### src/msb_pkg.sv
`default_nettype none

package msb_pkg;

    // Field widths of one command word and one response word.
    localparam int CMD_W    = 3;
    localparam int POS_W    = 4;
    localparam int VALUE_W  = 32;
    localparam int AMOUNT_W = 8;
    localparam int STATUS_W = 4;
    localparam int FILL_W   = 6;

    // Width for signed size arithmetic: a capacity of up to 64 plus an 8-bit signed delta.
    localparam int SIZE_W = 10;

    typedef logic [CMD_W-1:0]           command_t;
    typedef logic [POS_W-1:0]           position_t;
    typedef logic signed [VALUE_W-1:0]  value_t;
    typedef logic signed [AMOUNT_W-1:0] amount_t;
    typedef logic [STATUS_W-1:0]        status_t;
    typedef logic [FILL_W-1:0]          fill_t;

    // Command codes.
    localparam command_t CMD_CREATE = 3'd0;
    localparam command_t CMD_PUSH   = 3'd1;
    localparam command_t CMD_POP    = 3'd2;
    localparam command_t CMD_RESIZE = 3'd3;
    localparam command_t CMD_COUNT  = 3'd4;
    localparam command_t CMD_READ   = 3'd5;

    // Status codes.
    localparam status_t ST_OK       = 4'd0;
    localparam status_t ST_BAD_POS  = 4'd1;
    localparam status_t ST_EXISTS   = 4'd2;
    localparam status_t ST_BAD_SIZE = 4'd3;
    localparam status_t ST_NO_MEM   = 4'd4;
    localparam status_t ST_NO_SLOT  = 4'd5;
    localparam status_t ST_FULL     = 4'd6;
    localparam status_t ST_EMPTY    = 4'd7;
    localparam status_t ST_BAD_NEW  = 4'd8;

    // Commands from the controller to the datapath.
    typedef struct packed {
        logic load_in;
        logic commit;
        logic rd_start;
        logic rd_issue;
        logic rd_emit;
    } ctrl_cmd_t;

    // Status from the datapath to the controller.
    typedef struct packed {
        logic undef_cmd;
        logic stream;
        logic last_elem;
        logic out_free;
    } dp_stat_t;

endpackage

`default_nettype wire

### src/msb_ctrl.sv
`default_nettype none

module msb_ctrl (
    input  wire logic              clk,
    input  wire logic              rst_n,
    input  wire logic              in_valid,
    output logic                   in_ready,
    input  wire msb_pkg::dp_stat_t stat,
    output msb_pkg::ctrl_cmd_t     ctl
);

    localparam logic [1:0] S_IDLE    = 2'd0;
    localparam logic [1:0] S_EXEC    = 2'd1;
    localparam logic [1:0] S_RD_ADDR = 2'd2;
    localparam logic [1:0] S_RD_DATA = 2'd3;

    logic [1:0] state_reg;
    logic [1:0] state_next;

    always_comb
    begin
        state_next = state_reg;
        ctl        = '0;
        in_ready   = 1'b0;
        case (state_reg)
            S_IDLE:
            begin
                in_ready = 1'b1;
                if (in_valid)
                begin
                    ctl.load_in = 1'b1;
                    state_next  = S_EXEC;
                end
            end
            S_EXEC:
            begin
                // Undefined commands leave without a response.
                if (stat.undef_cmd)
                begin
                    state_next = S_IDLE;
                end
                else if (stat.stream)
                begin
                    ctl.rd_start = 1'b1;
                    state_next   = S_RD_ADDR;
                end
                else if (stat.out_free)
                begin
                    ctl.commit = 1'b1;
                    state_next = S_IDLE;
                end
            end
            S_RD_ADDR:
            begin
                ctl.rd_issue = 1'b1;
                state_next   = S_RD_DATA;
            end
            S_RD_DATA:
            begin
                if (stat.out_free)
                begin
                    ctl.rd_emit = 1'b1;
                    state_next  = stat.last_elem ? S_IDLE : S_RD_ADDR;
                end
            end
            default:
            begin
                state_next = S_IDLE;
            end
        endcase
    end

    always_ff @(posedge clk or negedge rst_n)
    begin
        if (!rst_n)
        begin
            state_reg <= S_IDLE;
        end
        else
        begin
            state_reg <= state_next;
        end
    end

    // Read data is only ever consumed after a read was issued for it.
    a_rd_data_after_issue: assert property (@(posedge clk) disable iff (!rst_n)
        (state_reg == S_RD_DATA) |->
            ($past(state_reg) == S_RD_ADDR || $past(state_reg) == S_RD_DATA))
        else $error("read data state entered without a read issue");

endmodule

`default_nettype wire

### config.mk
export PLATFORM = sky130hd
export DESIGN_NAME = msb_ctrl
export DESIGN_NICKNAME = d
export VERILOG_FILES = /design/src/msb_pkg.sv /design/src/msb_ctrl.sv
export SDC_FILE = /design/constraint.sdc
export NUM_CORES = 1
export LEC_CHECK = 0
export ABC_AREA = 1
export BUFFER_PORTS_ARGS = -buffer_cell sky130_fd_sc_hd__buf_2
export CORE_AREA = 5 5 42 44
export DETAILED_ROUTE_END_ITERATION = 16
export DIE_AREA = 0 0 47 49
export SLEW_MARGIN = 20
export SYNTH_ARGS = -nofsm -noshare
export SYNTH_HDL_FRONTEND = slang
export SYNTH_SLANG_ARGS = --single-unit
export TNS_END_PERCENT = 5
### constraint.sdc
create_clock -name clk -period 1.2 [get_ports clk]
set_clock_uncertainty 0.15 [all_clocks]
set_input_delay 0.06 -clock clk [delete_from_list [all_inputs] [get_ports clk]]
set_output_delay 0.06 -clock clk [all_outputs]
set_load 0.1 [all_outputs]
### Yosys cells after proc, flatten, opt, wreduce, memory -nomap -nowiden

Cells that the tools add are included.

| storage, ports and cells | value |
|---|---|
| bits in read-only memories | 0 |
| bits in latches | 0 |
| memory bits (writable) | 0 |
| input port bits | 7 |
| memories kept | 0 |
| word-level logic and storage cells | 26 |
| bits in registers | 2 |
| output and inout bits | 6 |

| operators by class | value |
|---|---|
| multiplexer cells | 17 |
| multiply operators | 0 |
| reduce and logical (&&, ||, !) cells | 2 |
| magnitude comparators | 0 |
| bitwise gates (word level) | 0 |
| eq/ne operators | 6 |
| shifts and indexed selects | 0 |
| $add $sub $neg | 0 |
| divide/modulo/power cells | 0 |

Operator list:

| operator | number |
|---|---|
| 2-bit two-way mux | 8 |
| 1-bit two-way mux | 8 |
| 2-bit case mux with 4 select lines | 1 |
| 2-bit == test, second input constant | 2 |
| 2-bit != test, second input constant | 2 |
| 4-bit != test, second input constant | 1 |
| 3-bit AND reduction | 1 |
| 2-bit by 1-bit == test with 1-bit output, second input constant | 1 |
| 2-bit logical NOT | 1 |

### Longest topological paths before layout

| logic depth | value |
|---|---|
| depth in word-level cells | 4 |
| depth in mapped cells | 7 |
| depth with buffers taken out | 6 |

### Least setup slack after synthesis

Ideal clock, no wire load.

| timing path | value |
|---|---|
| path kind | reg-to-output |
| from | register state_reg[0] |
| to | output port ctl[4] in the netlist's numbering |
| arrival time | 2.542 ns |
| cell stages (with the launch flop) | 3 |
| path buffers | 1 |
| setup slack | -1.552 ns |
| path through | dfrtp_1 buf_6 nor3_1 |

RTL lines:

| element | line | RTL |
|---|---|---|
| start, declared | msb_ctrl.sv:17 | `logic [1:0] state_reg;` |
| start signal, assigned | msb_ctrl.sv:81 | `state_reg <= state_next;` |
| end, declared | msb_ctrl.sv:9 | `output msb_pkg::ctrl_cmd_t ctl` |

==> metrics.txt <==
Mapped Cells=31; Vias=285; type of the worst setup path=reg -> out; share of layout cells above drive strength 1=69.64%; Top delay family on crit path=flip-flops; Hold Path Class=in -> reg; port bufs=12; Worst-Margin Slew=0.1753 ns; Worst Setup End Kind=output pin; first-pass GRT wire length=1.048 mm; FILL cells=158; Distinct cells, synth=10; crit path launch type=flip-flop; largest area contributor in the synthesized netlist=dfrtp_1; IO Pins=13; RSZ-0062 raised after global routing=yes; routability cong.=0.6619; Buf+Inv Stages, Crit Path=2; HPWL Detailed=471.4 um; Longest Clk Path Bufs=2; critical path required time=0.99 ns; routed vias/inst=approximately 4; initial antenna violation count=0; Final ANT Viol Nets=0; total CTS buffers=3; f_max=702.8 MHz; clock sinks=2; Placement Rows=14; Die Width=about 47 um; htree depth=1; #FFs+latches synth=2; max-capacitance violation count=0; Final Setup Violations=8; Critical-path top delay cell=dfrtp_2; Max-Slew Margin vs Limit=88.28%; yosys warns=0; clock latency at the later pin of the worst-skew pair=0.23 ns; drt total wl=approximately 700 um; count of pins over their slew limit=0; CP arrival=1.21 ns; Initial Util=between 10% and 20%; All-Layer GR Usage=6.479%; Diodes inserted=0; DRT iter0 DRCs=2; final net count=64; crit path setup slack, layout=-0.2229 ns; area grow syn2layout=200.7%; clock-pin transition on the worst setup and hold timing paths=around 0.03 ns; max incr delay on CP=0.44 ns; most used cell, CP=buf_12; DR WL/cell=a little under 10 um; vias in the first global route=280; outcome=finished with violations; Post-Syn Area=180.2 um2; CTS root buffer=clkbuf_4; Post-Syn Nets=38; drt drc=0; die height=49 um; GRT overflow=0; minimum clock period=1.423 ns; Core ar.=1401 um2; DRT Pass-1 Iters=2; final core occ=~39%; Synth area leaders=dfrtp_1 28%, nand3_1 17%, inv_1 15%, nand2_1 13%, nor2_1 8.3%; sequential share of the synthesized area=27.78%; Largest register FFs=2; critical path fanouts, max=5; syn_area_per_cell=5.812 um2; die area=2303 um2; post-synth top area share=27.78%; Fin Setup TNS=-1.091 ns; pin count of the biggest net entering global routing=6; failing checks=setup timing; CTS tree=built; cell-by-cell listing of the critical path=buf_12 -> nor3_4 -> buf_12; Final Cycle Share=118.6%; final hold violations=0
placed cells by master, fill, tap and decap left out:
| master | n |
|---|---|
| buf_12 | 7 |
| buf_2 | 6 |
| buf_4 | 5 |
| buf_6 | 1 |
| clkbuf_1 | 1 |
| clkbuf_4 | 3 |
| dfrtp_2 | 2 |
| dlygate4sd3_1 | 3 |
| inv_1 | 5 |
| inv_2 | 3 |
| nand2_1 | 4 |
| nand2_2 | 2 |
| nand3_1 | 2 |
| nand3_2 | 4 |
| nor2_1 | 1 |
| nor2_4 | 4 |
| nor3_4 | 2 |
| o21ai_0 | 1 |
worst min-delay path, delay by kind of cell:
family                 cells  cell delay [ns]
buffers and inverters      2             0.19
and+or+nand+nor            2             0.16
final cells by class:
class                   instances  area [um2]  share of cell area, %
well taps                      16       20.02                  3.695
flip-flops and latches          2       52.55                  9.700
inverters                       8       30.03                  5.543
multi-input cells              20       163.9                  30.25
clock buffers                   4       26.28                  4.850
repair buffers                 22       249.0                  45.96
metrics by stage:
| step | hold WS (ns) | instances | setup slack [ns] | area (um2) |
|---|---|---|---|---|
| 6_report | 0.07287 | 72 | -0.2229 | 541.8 |
| 5_1_grt | 0.1043 | 72 | -0.2607 | 541.8 |
| 4_1_cts | 0.07255 | 72 | -0.2348 | 521.8 |
| 3_5_place_dp | -0.3005 | 62 | -0.04736 | 425.4 |
| 3_3_place_gp | -0.3042 | 62 | -0.04064 | 425.4 |
| 2_1_floorplan | -0.3856 | 31 | -0.3633 | 224.0 |
layer usage:
metal	routed length (um)	up-vias	track usage, %
met5	0	-	0
li1	-	143	-
met1	179	134	4.835
met2	466	8	12.44
met4	0	0	4.147
met3	50	0	2.214
cell usage after synthesis, drive strengths merged:
| cell type | count |
|---|---|
| nand3 | 6 |
| dfrtp | 2 |
| nor3 | 2 |
| buf | 1 |
| nand2 | 6 |
| o21ai | 1 |
| inv | 8 |
| nor2 | 5 |
final timing paths:
| kind | startpoint | to | slack (ns) | cells past startpoint |
|---|---|---|---|---|
| min in group asynchronous | rst_n | state_reg[1] | 0.53 | 3 |
| setup reg to reg | state_reg[1] | state_reg[0] | -0.02 | 7 |
| setup / recovery | state_reg[0] | ctl[4] | -0.22 | 3 |
| hold / removal | stat[0] | state_reg[1] | 0.07 | 4 |
| max in group asynchronous | rst_n | state_reg[1] | 0.25 | 3 |
| hold reg to reg | state_reg[0] | state_reg[0] | 0.51 | 3 |
logic make-up after synthesis:
group / share of synthesized area [%]
buffers and inverters: 22.92
AOI/OAI and AO/OA: 2.775
and+or+nand+nor: 46.53
DFF: 27.78
repair_timing:
item | CTS | global route
hold buffers | 3 | 0
cloned | 0 | 0
hold endpoints to repair | 2 | 0
setup buffers | 3 | 0
endpoints found under the setup margin | 8 | 8
resized for setup | 5 | 7
pin swaps | 2 | 1
Power is left out: the tool's default activity adds up to more than one toggle a clock period on the data nets, which glitch-free logic cannot reach.
